--- src/rtl/core/avr_dec_pkg.sv ---
package avr_dec_pkg;

    localparam int InstrWidth  = 16;
    localparam int RegIdxWidth = 5;
    localparam int ImmWidth    = 8;
    localparam int JumpWidth   = 16;

    // Operation class codes as they appear on the result bus.
    typedef enum logic [3:0] {
        CLS_UNKNOWN = 4'd0,
        CLS_NOP     = 4'd1,
        CLS_ADD     = 4'd2,
        CLS_ADC     = 4'd3,
        CLS_MOV     = 4'd4,
        CLS_CPI     = 4'd5,
        CLS_ADIW    = 4'd6,
        CLS_BREAK   = 4'd7,
        CLS_RET     = 4'd8,
        CLS_POP     = 4'd9,
        CLS_PUSH    = 4'd10,
        CLS_CALL    = 4'd11,
        CLS_RJMP    = 4'd12,
        CLS_LDI     = 4'd13,
        CLS_BREQ    = 4'd14,
        CLS_BRNE    = 4'd15
    } op_class_t;

    // Opcode group in bits 15:12 of the instruction word.
    localparam logic [3:0] GRP_ADD  = 4'h0;
    localparam logic [3:0] GRP_ADC  = 4'h1;
    localparam logic [3:0] GRP_MOV  = 4'h2;
    localparam logic [3:0] GRP_CPI  = 4'h3;
    localparam logic [3:0] GRP_MISC = 4'h9;
    localparam logic [3:0] GRP_RJMP = 4'hC;
    localparam logic [3:0] GRP_LDI  = 4'hE;
    localparam logic [3:0] GRP_BRCH = 4'hF;

    // Bit patterns inside the opcode groups.
    localparam logic [1:0] SEL_REG_PAIR = 2'b11;
    localparam logic [1:0] SEL_BREQ     = 2'b00;
    localparam logic [1:0] SEL_BRNE     = 2'b01;
    localparam logic [2:0] BRANCH_TAIL  = 3'b001;

    localparam logic [3:0]  ADIW_SUB   = 4'b0110;
    localparam logic [15:0] WORD_NOP   = 16'h0000;
    localparam logic [15:0] WORD_BREAK = 16'h9598;
    localparam logic [15:0] WORD_RET   = 16'h9508;
    localparam logic [15:0] MASK_STACK = 16'hFE0F;
    localparam logic [15:0] PAT_POP    = 16'h900F;
    localparam logic [15:0] PAT_PUSH   = 16'h920F;
    localparam logic [15:0] MASK_CALL  = 16'hFE0E;
    localparam logic [15:0] PAT_CALL   = 16'h940E;

    typedef struct packed {
        logic [JumpWidth-1:0]   jump_field;
        logic [ImmWidth-1:0]    imm_value;
        logic [RegIdxWidth-1:0] src_reg;
        logic [RegIdxWidth-1:0] dest_reg;
        op_class_t              op_class;
    } dec_result_t;

endpackage

--- src/rtl/core/avr_dec_decode.sv ---
module avr_dec_decode
    import avr_dec_pkg::*;
(
    input  logic [InstrWidth-1:0] instr_word,
    input  logic [InstrWidth-1:0] next_word,
    output dec_result_t           result
);

    logic [RegIdxWidth-1:0] rd5;
    logic [RegIdxWidth-1:0] rr5;
    logic [ImmWidth-1:0]    k8;
    logic [RegIdxWidth-1:0] rd_upper;

    assign rd5      = {instr_word[8], instr_word[7:4]};
    assign rr5      = {instr_word[9], instr_word[3:0]};
    assign k8       = {instr_word[11:8], instr_word[3:0]};
    assign rd_upper = {1'b1, instr_word[7:4]};

    always_comb begin
        result = '0;
        unique case (instr_word[15:12])
            GRP_ADD: begin
                if (instr_word == WORD_NOP) begin
                    result.op_class = CLS_NOP;
                end else if (instr_word[11:10] == SEL_REG_PAIR) begin
                    result.op_class = CLS_ADD;
                    result.dest_reg = rd5;
                    result.src_reg  = rr5;
                end
            end
            GRP_ADC: begin
                if (instr_word[11:10] == SEL_REG_PAIR) begin
                    result.op_class = CLS_ADC;
                    result.dest_reg = rd5;
                    result.src_reg  = rr5;
                end
            end
            GRP_MOV: begin
                if (instr_word[11:10] == SEL_REG_PAIR) begin
                    result.op_class = CLS_MOV;
                    result.dest_reg = rd5;
                    result.src_reg  = rr5;
                end
            end
            GRP_CPI: begin
                result.op_class  = CLS_CPI;
                result.dest_reg  = rd_upper;
                result.imm_value = k8;
            end
            GRP_MISC: begin
                if (instr_word[11:8] == ADIW_SUB) begin
                    // Register pairs R24, R26, R28 and R30 only.
                    result.op_class  = CLS_ADIW;
                    result.dest_reg  = {2'b11, instr_word[5:4], 1'b0};
                    result.imm_value = {2'b00, instr_word[7:6], instr_word[3:0]};
                end else if (instr_word == WORD_BREAK) begin
                    result.op_class = CLS_BREAK;
                end else if (instr_word == WORD_RET) begin
                    result.op_class = CLS_RET;
                end else if ((instr_word & MASK_STACK) == PAT_POP) begin
                    result.op_class = CLS_POP;
                    result.dest_reg = rd5;
                end else if ((instr_word & MASK_STACK) == PAT_PUSH) begin
                    result.op_class = CLS_PUSH;
                    result.src_reg  = rd5;
                end else if ((instr_word & MASK_CALL) == PAT_CALL) begin
                    result.op_class   = CLS_CALL;
                    result.jump_field = next_word;
                end
            end
            GRP_RJMP: begin
                result.op_class   = CLS_RJMP;
                result.jump_field = {4'b0000, instr_word[11:0]};
            end
            GRP_LDI: begin
                result.op_class  = CLS_LDI;
                result.dest_reg  = rd_upper;
                result.imm_value = k8;
            end
            GRP_BRCH: begin
                if (instr_word[2:0] == BRANCH_TAIL) begin
                    if (instr_word[11:10] == SEL_BREQ) begin
                        result.op_class   = CLS_BREQ;
                        result.jump_field = {9'b0, instr_word[9:3]};
                    end else if (instr_word[11:10] == SEL_BRNE) begin
                        result.op_class   = CLS_BRNE;
                        result.jump_field = {9'b0, instr_word[9:3]};
                    end
                end
            end
            default: begin
                result = '0;
            end
        endcase
    end

endmodule

--- src/rtl/core/avr_dec_out_stage.sv ---
module avr_dec_out_stage
    import avr_dec_pkg::*;
(
    input  logic        aclk,
    input  logic        aresetn,
    input  logic        in_valid,
    output logic        in_ready,
    input  dec_result_t in_result,
    output logic        out_valid,
    input  logic        out_ready,
    output dec_result_t out_result
);

    logic        valid_reg;
    logic        valid_next;
    dec_result_t result_reg;

    // The stage refills in the same cycle that its word is taken.
    assign in_ready   = !valid_reg || out_ready;
    assign valid_next = in_ready ? in_valid : valid_reg;

    always_ff @(posedge aclk) begin
        if (!aresetn) begin
            valid_reg <= 1'b0;
        end else begin
            valid_reg <= valid_next;
        end
    end

    always_ff @(posedge aclk) begin
        if (in_ready && in_valid) begin
            result_reg <= in_result;
        end
    end

    assign out_valid  = valid_reg;
    assign out_result = result_reg;

endmodule

--- src/rtl/core/avr_instruction_decoder_unit.sv ---
// Channel   Direction  tdata fields (low bit up)                          tuser/tlast
// s_        in         instr_word[15:0], next_word[31:16]                 none
// m_        out        op_class[3:0], dest_reg[8:4], src_reg[13:9],       none
//                      imm_value[21:14], jump_field[37:22], zero[39:38]
//
// One word is accepted every cycle while the result side keeps taking words.
// A word passes through an input register, the decode logic, then a result register.
// Both stages refill in the cycle their word moves on, so a stall holds both words
// and s_tready drops only when both stages are full.
// aresetn is synchronous and clears both valid flags; payload registers are not reset.
module avr_instruction_decoder_unit
    import avr_dec_pkg::*;
(
    input  logic        aclk,
    input  logic        aresetn,
    input  logic        s_tvalid,
    output logic        s_tready,
    input  logic [31:0] s_tdata,   // instr_word, next_word
    output logic        m_tvalid,
    input  logic        m_tready,
    output logic [39:0] m_tdata    // op_class, dest_reg, src_reg, imm_value, jump_field
);

    logic                  in_valid_reg;
    logic                  in_valid_next;
    logic [InstrWidth-1:0] instr_reg;
    logic [InstrWidth-1:0] next_word_reg;
    logic                  out_ready;
    dec_result_t           dec_result;
    dec_result_t           out_result;

    assign s_tready      = !in_valid_reg || out_ready;
    assign in_valid_next = s_tready ? s_tvalid : in_valid_reg;

    always_ff @(posedge aclk) begin
        if (!aresetn) begin
            in_valid_reg <= 1'b0;
        end else begin
            in_valid_reg <= in_valid_next;
        end
    end

    always_ff @(posedge aclk) begin
        if (s_tready && s_tvalid) begin
            instr_reg     <= s_tdata[15:0];
            next_word_reg <= s_tdata[31:16];
        end
    end

    avr_dec_decode u_decode (
        .instr_word (instr_reg),
        .next_word  (next_word_reg),
        .result     (dec_result)
    );

    avr_dec_out_stage u_out_stage (
        .aclk       (aclk),
        .aresetn    (aresetn),
        .in_valid   (in_valid_reg),
        .in_ready   (out_ready),
        .in_result  (dec_result),
        .out_valid  (m_tvalid),
        .out_ready  (m_tready),
        .out_result (out_result)
    );

    assign m_tdata = {2'b00, out_result};

    a_reset_empty: assert property (@(posedge aclk)
        !aresetn |=> !in_valid_reg && !m_tvalid)
        else $error("pipeline not empty after reset");

    a_word_advances: assert property (@(posedge aclk) disable iff (!aresetn)
        in_valid_reg && out_ready |=> m_tvalid)
        else $error("decoded word lost between stages");

    a_unknown_clear: assert property (@(posedge aclk) disable iff (!aresetn)
        m_tvalid && out_result.op_class == CLS_UNKNOWN |->
            out_result.dest_reg == '0 && out_result.src_reg == '0 &&
            out_result.imm_value == '0 && out_result.jump_field == '0)
        else $error("unknown class with nonzero operands");

    a_short_jump: assert property (@(posedge aclk) disable iff (!aresetn)
        m_tvalid && (out_result.op_class == CLS_RJMP ||
                     out_result.op_class == CLS_BREQ ||
                     out_result.op_class == CLS_BRNE) |->
            out_result.jump_field[15:12] == 4'b0000 && out_result.imm_value == '0)
        else $error("relative jump field out of range");

endmodule
--- config.mk ---
export PLATFORM = sky130hd
export DESIGN_NAME = avr_instruction_decoder_unit
export DESIGN_NICKNAME = d
export VERILOG_FILES = /design/src/rtl/core/avr_dec_pkg.sv /design/src/rtl/core/avr_dec_decode.sv /design/src/rtl/core/avr_dec_out_stage.sv /design/src/rtl/core/avr_instruction_decoder_unit.sv
export SDC_FILE = /design/constraint.sdc
export NUM_CORES = 1
export LEC_CHECK = 0
export ABC_CLOCK_PERIOD_IN_PS = 3700
export BUFFER_PORTS_ARGS = -buffer_cell sky130_fd_sc_hd__buf_2
export CAP_MARGIN = 40
export CORE_MARGIN = 8
export CORE_UTILIZATION = 30
export DETAILED_ROUTE_END_ITERATION = 6
export PLACE_DENSITY = 0.46
export SLEW_MARGIN = 20
export SYNTH_ARGS = -nofsm -noshare
export SYNTH_HDL_FRONTEND = slang
export SYNTH_SLANG_ARGS = --single-unit
export TNS_END_PERCENT = 5
--- constraint.sdc ---
create_clock -name aclk -period 3.7 [get_ports aclk]
set_clock_uncertainty 0.2 [all_clocks]
set_input_delay 0.185 -clock aclk [delete_from_list [all_inputs] [get_ports aclk]]
set_output_delay 0.185 -clock aclk [all_outputs]
set_load 0.05 [all_outputs]
# After elaboration in Yosys (flattened, before gate mapping)
# Index checks and enable logic that the tools add are counted.
# totals
word_cells	70
output_inout_bits	42
regBits	72
# classes
n_eq_ne	16
n_reduce_logical	10
muxes	35
# ops
op	n
16-bit two-way mux	7
16-bit case mux with 3 select lines	1
14-bit two-way mux	3
4-bit two-way mux	9
16-bit equality test (second input constant)	2
4-bit case mux with 8 select lines	1
10-bit two-way mux	3
5-bit case mux with 5 select lines	1
11-bit equality test (second input constant)	2
5-bit two-way mux	4
5-bit case mux with 4 select lines	1
4-bit equality test (second input constant)	4
16-bit zero test	1
8-bit case mux with 2 select lines	1
7-bit two-way mux	2
10-bit equality test (second input constant)	1
9-bit two-way mux	1
4-bit by 2-bit equality test with 1-bit output (second input constant)	2
6-bit two-way mux	1
4-bit by 1-bit equality test with 1-bit output (second input constant)	1
4-bit by 3-bit equality test with 1-bit output (second input constant)	1
4-bit zero test	1
3-bit by 1-bit equality test with 1-bit output (second input constant)	1
2-bit by 1-bit equality test with 1-bit output (second input constant)	1
other kinds (6)	9

# Depth between registers and ports, before layout
# Gate-level depths: netlist of run 1.
# depth
ltp_word	8
mapped_depth	6

# By module
# From an unflattened synthesis of run 1, not the netlist that was laid out.
# unflattened
hier_cells	213
hier_area_um2	3090.5
# modules_own_cells
mod	area_each_um2	seq_area_each_um2	cells_per_inst	instances
avr_dec_out_stage	1198.6	1161.1	43	1
avr_instruction_decoder_unit	1037.2	980.9	40	1
avr_dec_decode	854.6	0.0	130	1

# Least setup slack after synthesis of run 1
# No wires, ideal clock.
# synth_timing
path_type	reg-to-reg
start	register u_out_stage.valid_reg, in the netlist u_out_stage.out_valid
end	register u_out_stage.result_reg, in the netlist u_out_stage.out_result[0] (enable)
arrival_ns	2.421
path_stages_with_launch	3
setup_slack_ns	0.641
period_less_slack_ns	3.059
required_ns	3.062
path_cell_list	dfxtp_1 nor2b_1 nor2b_1
# synth_via
elab_chain_len	3
# synth_lines
item	line_no	rtl
start, declared	avr_dec_out_stage.sv:14	logic valid_reg;
start signal, assigned	avr_dec_out_stage.sv:26	valid_reg <= valid_next;
1-bit zero test	avr_dec_out_stage.sv:19	assign in_ready = !valid_reg || out_ready;
1-bit logical OR	avr_dec_out_stage.sv:19	
1-bit logical AND	avr_dec_out_stage.sv:31	if (in_ready && in_valid) begin
end signal, assigned	avr_dec_out_stage.sv:32	result_reg <= in_result;
end, declared	avr_dec_out_stage.sv:16	dec_result_t result_reg;
# No other way between the ends.
# A chain may end at the register's enable or synchronous reset.

==> results of run 1 <==
-- cell families after synthesis --
group,Yosys count,share of synthesized area
buffers and inverters,14,0.0220
DFF,72,0.737
other,1,0.00129
and+or+nand+nor,67,0.141
AOI/OAI and AO/OA,36,0.0986
-- Yosys cell counts (2+ instances only) --
master,number,area (um^2)
nand2_1,19,71.3
buf_2,3,15.0
and2_1,13,81.3
nor2b_1,5,31.3
buf_1,3,11.3
a31oi_1,2,12.5
nand3_1,2,10.0
nor2_1,3,11.3
o21ai_0,3,15.0
edfxtp_1,70,2100
nor4_1,3,18.8
and3_1,2,12.5
buf_4,2,15.0
nor3b_1,2,15.0
nand4_1,2,12.5
a22o_1,14,123
a21oi_1,3,15.0
a22oi_1,7,52.6
nor3_1,3,15.0
nor4b_1,2,17.5
dfxtp_1,2,40.0
clkbuf_1,5,18.8
-- per-stage QoR --
stage / instances / setup WS (ps) / hold WS (ps)
2_1_floorplan: 191 / 641 / 83.9
3_3_place_gp: 388 / 1400 / 163
3_5_place_dp: 391 / 1600 / 163
4_1_cts: 442 / 1560 / 33.7
5_1_grt: 442 / 1400 / 70.6
6_report: 442 / 1570 / 48.5
-- worst paths after layout --
kind / end / start / cells after the start / slack, ps
worst min-delay path: in_valid_reg / m_tready / 4 / 50
worst max register to register: u_out_stage.out_result[3] / instr_reg[9] / 4 / 1570
worst min register to register: u_out_stage.out_result[22] / next_word_reg[0] / 2 / 320
worst max-delay path: u_out_stage.out_result[3] / instr_reg[9] / 4 / 1570
-- area by class of cell --
type | count | area share
clock inverters | 6 | 0.0227
well taps | 133 | 0.0414
clock buffers | 10 | 0.0317
inverters | 1 | 0.000933
multi-input cells | 105 | 0.177
repair buffers | 115 | 0.194
flip-flops and latches | 72 | 0.533
-- worst register-to-register path, cell delays in order, from the launching register on --
cell and delay (ps):
edfxtp_1 590, or4_1 610, nor4_1 320, a211oi_1 140, nand3b_1 130
-- layer usage --
metal | share of wire | track usage | wire length [um]
met1 | 0.42 | 0.130 | 2980
met2 | 0.51 | 0.187 | 3570
met3 | 0.055 | 0.0295 | 386
met4 | 0.017 | 0.0612 | 121
met5 | 0 | 0 | 0
-- power groups by stage --
| stage | logic (uW) | clock network [uW] | registers, uW |
|---|---|---|---|
| finish | 207 | 685 | 975 |
| detailed placement | 180 | 0 | 994 |
| global route | 219 | 742 | 981 |
| CTS | 209 | 705 | 976 |
| floorplan | 52.1 | 0 | 1060 |
| global placement | 176 | 0 | 995 |
==> reports/qor.csv, run 1 <==
metric,value,unit
status,"complete, no violations",
postCtsHoldBufs,35,
cp_slowest_cell,or4_1,
grt_overflow,0,
post-cts-setup-buffers,0,
drv_slew,0,
antenna_found_initial,0,
syn_to_final_growth,38.4,%
p_seq_frac,0.522,
drt-total-wl,7.06,mm
antennaDiodeCount,0,
drt-pass1-iter-count,4,
drt_iter0_drc,69,
synth_edf_count,70,
avgSynthCellArea,15.3,um^2
ys.flop_type,edfxtp_1,
grt_pass1_vias,2106,
hold_violations,0,
regArea,2140,um^2
synth_cell_types,42,
syn_area,2910,um^2
ioPinCount,78,
ant_nets,0,
start_kind,flop,
ys_seq_area_frac,0.737,
layout_common_cells,"75 x buf_2, 70 x edfxtp_1, 35 x dlygate4sd3_1, 19 x nand2_1, 14 x a22o_1",
insertion_delay,340,ps
synthCells,190,
final_common_cell,buf_2,
grt_start_max_net_pins,28,
cts.sinks,72,
crit_required,3690,ps
crit_chain,"or4_1, nor4_1, a211oi_1, nand3b_1",
cp_top_family,simple AND/OR/NAND/NOR gates,
switchingPower,470,uW
synth_warnings,0,
clock_tree.root_cell,clkbuf_8,
gp_congestion,0.832,
worst-path-buf-inv,0,
worst_pin_slew,811,ps
die_y,114,um
cp_data_arrival_time,2110,ps
path_class,flop to flop,
post_dp_cell_area,3450,um^2
power.share.clock,0.367,
ctsResizeCount,0,
rsz0062_at_grt,false,
cts_tree,yes,
leakagePower,0.00151,uW
peakVddDrop,0.190,mV
cts_made_buffers,9,
multiInputGateArea,712,um^2
vias,1983,
fin_area,4020,um^2
pwr-share-comb,0.111,
start_util,0.303,
vias_per_cell,4.49,
async_reset_ff_frac,0,
rows,36,
finalNetCount,340,
cp-end-kind,flop,
largest_reg_flops,38,
cts.htree.levels,3,
p_int,1400,uW
worstHoldPathType,input pin to flop,
grt_pass1_wl,11.1,mm
drv_cap,0,
max_freq,470,MHz
drive_above_1_share,0.330,
powerDensity,464,nW/um^2
die_area,13100,um^2
grt.total_usage,0.113,
setup_violations,0,
fin_crit,2130,ps
nFillCells,909,
cts_buffer_depth,2,
swShare,0.252,
die_x,114,um
dpl.hpwl,4.95,mm
power.total,1870,uW
port_buffers,75,
slew_headroom,0.458,
placeableCoreArea,9590,um^2
wl_per_cell,16.0,um
crit_path_max_fanout,11,
fin_crit_sh,0.575,
fin_setup_tns,0,ps
final_util,0.419,
remaining_drc_errors,0,
max_stage_delay,610,ps
clk_pin_slew,90,ps
synth-seq-cells,72,
(Power assumes the default switching activity.)
==> inputs of run 2 (changes only) <==
ABC_CLOCK_PERIOD_IN_PS = 2200   (was 3700)
clock period = 2.2 ns   (was 3.7 ns; I/O delays follow)
==> run 2 against run 1 <==
Effect of this change: clock power rose by 53%; global-route usage rose by 0.083 points; power rose by 63%; worst setup slack got worse by 1400 ps; largest cell class unchanged.
==> reports/qor.csv, run 2 (synthesis results as in run 1) <==
metric,value,unit
nFillCells,912,
drt-pass1-iter-count,4,
max_freq,485,MHz
ioPinCount,78,
crit_chain,"and3b_4, o21a_4, or3_4, a22o_1",
cts.sinks,72,
die_area,13100,um^2
grt_pass1_wl,11.1,mm
fin_crit,2060,ps
post-cts-setup-buffers,0,
finalWorstSetupSlack,139,ps
dpl.cell_count,402,
syn_to_final_growth,40.9,%
powerDensity,745,nW/um^2
drt-total-wl,7.20,mm
cts_buffer_depth,2,
worstReg2RegStart,instr_reg[12],
drt_iter0_drc,63,
cts_made_buffers,9,
die_x,114,um
port_buffers,75,
antenna_found_initial,0,
largest_reg_flops,38,
drv_cap,0,
grt.total_usage,0.113,
max_stage_delay,490,ps
clock_tree.root_cell,clkbuf_8,
startpoint,instr_reg[12],
pre_cts_ws,145,ps
worstHoldPathType,input pin to flop,
fin_setup_tns,0,ps
clk_pin_slew,80,ps
regArea,2140,um^2
remaining_drc_errors,0,
crit_path_max_fanout,8,
gp_congestion,0.836,
final_common_cell,buf_2,
finalNetCount,352,
worst_pin_slew,744,ps
ant_nets,0,
vias_per_cell,4.44,
holdCritStartpoint,m_tready,
layout_common_cells,"75 x buf_2, 70 x edfxtp_1, 36 x dlygate4sd3_1, 19 x nand2_1, 15 x buf_4",
grt_overflow,0,
grt_pass1_vias,2148,
drv_slew,0,
fin_crit_sh,0.937,
grt_start_max_net_pins,39,
wl_per_cell,15.8,um
path_class,flop to flop,
rows,36,
peakVddDrop,0.226,mV
insertion_delay,350,ps
cp_data_arrival_time,1960,ps
placeableCoreArea,9590,um^2
dpl.hpwl,4.92,mm
status,"complete, no violations",
drive_above_1_share,0.355,
final_util,0.427,
leakagePower,0.00157,uW
cts_tree,yes,
start_kind,flop,
multiInputGateArea,713,um^2
rsz0062_at_grt,false,
slew_headroom,0.504,
start_util,0.303,
cp_slowest_cell,edfxtp_1,
cp-end-kind,flop,
cts.htree.levels,3,
die_y,114,um
crit_required,2100,ps
vias,2021,
hold_violations,0,
final_cells,455,
setup_violations,0,
## run 2: through the flow
stage	total power (uW)	hold slack (ps)	cell area, um^2
floorplan	1870	8.87	2910
global placement	1980	86.9	3530
detailed placement	1990	88.1	3530
CTS	3080	246	4090
global route	3180	255	4090
finish	3050	244	4100
## run 2: where the power goes
group	switching (uW)	leakage (uW)	internal (uW)
Clock	493	0.000103	555
Sequential	36.1	0.000672	1590
Combinational	246	0.000798	134
Total	775	0.00157	2270
## run 2: worst paths after layout
| check | to | slack [ps] | cells past startpoint |
|---|---|---|---|
| worst max-delay path | u_out_stage.out_result[5] | 140 | 4 |
| worst max register to register | u_out_stage.out_result[5] | 140 | 4 |
| worst min-delay path | u_out_stage.out_result[36] | 240 | 4 |
| worst min register to register | u_out_stage.out_result[23] | 310 | 2 |
## run 2: routing by layer
metal,vias to the layer above,part of all wire,GRT usage
li1,988,-,-
met1,956,0.43,0.130
met2,64,0.49,0.185
met3,13,0.054,0.0301
met4,0,0.025,0.0701
met5,-,0,0
## run 2: final cells by class
class / count / share of cell area
Clock buffer: 11 / 0.0345
Clock inverter: 5 / 0.0141
Inverter: 1 / 0.000917
Antenna cell: 1 / 0.000611
Timing Repair Buffer: 127 / 0.212
Multi-Input combinational cell: 105 / 0.174
Sequential cell: 72 / 0.523
Tap cell: 133 / 0.0406
## run 2: repair_timing
action                                 4_1_cts  5_1_grt
endpoints found under the hold margin       34        0
hold buffers                                36        0
resized for setup                            0        0
## run 2: worst max-delay path, delay by kind of cell, from the launching register on
family	cells	cell delay [ps]
AOI/OAI and AO/OA	2	480
and+or+nand+nor	2	650
DFF	1	490
==> inputs of run 3 (changes only) <==
ABC_AREA = 1   (was default)
==> run 3 against run 2 <==
Effect of this change: final cell count increased by 15%; die area increased by 4.5%; maximum frequency increased by 9.3%; utilization decreased by 0.98 points; worst setup slack improved by 180 ps; clock power increased by 9%; count of clock-buffer cells in the layout decreased by 2; critical path type unchanged; first-iteration DRC count increased by 83%; synthesized cell count increased by 36%; design area increased by 2.8%; sequential share of layout area decreased by 1.4 points.
==> reports/qor.csv, run 3 <==
metric,value,unit
crit_path_max_fanout,9,
synth-seq-cells,72,
grt_overflow,0,
async_reset_ff_frac,0,
cp_top_family,simple AND/OR/NAND/NOR gates,
largest_reg_flops,38,
yosysTopAreaCell,edfxtp_1,
cp-end-kind,flop,
synth_commonest_cells,"70 x edfxtp_1, 59 x nand2_1, 31 x nor2_1, 26 x inv_1, 11 x o22ai_1",
drt-total-wl,7.68,mm
grt.total_usage,0.117,
ioPinCount,78,
drv_slew,0,
cts_tree,yes,
cp_slowest_cell,edfxtp_1,
grt_start_max_net_pins,39,
power.total,3080,uW
cts_made_buffers,9,
syn_to_final_growth,37.5,%
cts.sinks,72,
layout_common_cells,"75 x buf_2, 70 x edfxtp_1, 59 x nand2_1, 36 x dlygate4sd3_1, 31 x nor2_1",
dpl.hpwl,5.59,mm
start_kind,flop,
leakagePower,0.00179,uW
final_common_cell,buf_2,
p_seq_frac,0.522,
p_int,2330,uW
rows,37,
ys_seq_area_frac,0.700,
drive_above_1_share,0.303,
synth_edf_count,70,
synth_warnings,0,
swShare,0.245,
pwr-share-comb,0.108,
path_class,flop to flop,
drt_iter0_drc,115,
avgSynthCellArea,11.8,um^2
placeableCoreArea,10100,um^2
power.share.clock,0.370,
drt-pass1-iter-count,4,
grt.met1_usage,0.136,
fin_setup_tns,0,ps
insertion_delay,350,ps
crit_required,2180,ps
finalNetCount,417,
clock_tree.root_cell,clkbuf_8,
worst-path-buf-inv,2,
gp_congestion,0.873,
multiInputGateArea,783,um^2
synthCells,259,
setup_violations,0,
status,"complete, no violations",
switchingPower,756,uW
antennaDiodeCount,0,
busiest_layer,met2,
syn_area,3060,um^2
use_met2,0.196,
crit_top_cell,nand2_1,
nFillCells,1025,
ant_nets,0,
port_buffers,75,
synth.most_common_cell,edfxtp_1,
synthTopCellsByArea,"edfxtp_1 69%, nand2_1 7.2%, nor2_1 3.8%, inv_1 3.2%, o22ai_1 2.2%",
regArea,2140,um^2
rsz0062_at_grt,false,
max_freq,530,MHz
cts.htree.levels,3,
die_x,117,um
clk_pin_slew,80,ps
wl_per_cell,14.7,um
vias_per_cell,4.40,
drv_cap,0,
grt_pass1_wl,11.8,mm
die_y,117,um
crit_chain,"inv_1, nand2_1, nor2_1, nand3_4, inv_2, nand2_1, o211ai_1",
fin_crit_sh,0.857,
fin_crit,1890,ps
start_util,0.303,
peakVddDrop,0.272,mV
cp_data_arrival_time,1870,ps
max_stage_delay,480,ps
cts_buffer_depth,2,
ys.flop_type,edfxtp_1,
powerDensity,732,nW/um^2
grt_pass1_vias,2342,
worstHoldPathType,input pin to flop,
vias,2296,
grt_util_met3,0.0292,
synth_top_area_frac,0.687,
hold_violations,0,
die_area,13700,um^2
synth_cell_types,28,
remaining_drc_errors,0,
antenna_found_initial,0,
[run 3: area by class of cell]
| cell class | count | area share |
|---|---|---|
| Multi-Input combinational cell | 151 | 0.186 |
| Tap cell | 136 | 0.0404 |
| Clock buffer | 9 | 0.0294 |
| Clock inverter | 7 | 0.0226 |
| Timing Repair Buffer | 114 | 0.183 |
| Inverter | 33 | 0.0294 |
| Sequential cell | 72 | 0.509 |
[run 3: worst min-delay path, delay by kind of cell]
| family | cells | cell delay (ps) |
|---|---|---|
| AOI/OAI and AO/OA | 1 | 80 |
| buffers and inverters | 3 | 400 |
[run 3: what timing repair did]
action,in CTS,in global routing
gates resized for setup,0,0
buffers inserted,0,0
hold buffers,36,0
hold endpoints to repair,34,0
[run 3: metrics by stage]
stage               setup slack [ps]  utilization  cells  instance area, um^2  hold slack [ps]
floorplan                      -47.9            -    260                 3080             8.87
global placement                 317        0.360    470                 3630             88.1
detailed placement               335        0.360    470                 3630             88.1
CTS                              307        0.417    522                 4210              220
global route                     119        0.417    522                 4210              244
finish                           314        0.417    522                 4210              231
[run 3: cell families (layout without fill, tap and decap cells)]
family,after synthesis,count (layout),share of synthesized area
DFF,72,72,0.700
AOI/OAI and AO/OA,31,31,0.0728
buffers and inverters,37,163,0.0507
other,1,2,0.00123
and+or+nand+nor,118,118,0.175
[run 3: final timing paths]
| check | end | depth (start not counted) | start | slack (ps) |
|---|---|---|---|---|
| setup reg to reg | u_out_stage.out_result[25] | 7 | instr_reg[9] | 310 |
| setup / recovery | u_out_stage.out_result[25] | 7 | instr_reg[9] | 310 |
| hold / removal | u_out_stage.out_result[12] | 4 | m_tready | 230 |
| hold reg to reg | u_out_stage.out_result[35] | 2 | next_word_reg[13] | 350 |
[run 3: power groups by stage]
stage / clock [uW] / combinational, uW / sequential [uW]
6_report: 1140 / 333 / 1610
5_1_grt: 1230 / 359 / 1620
4_1_cts: 1180 / 335 / 1610
3_5_place_dp: 0 / 285 / 1640
3_3_place_gp: 0 / 286 / 1640
2_1_floorplan: 0 / 114 / 1710
[run 3: metal layers]
layer  routed length, um  vias to the layer above
met5                   0                        -
met4                 175                        0
met3                 414                       11
met2                3730                       67
met1                3360                     1079
li1                    -                     1139
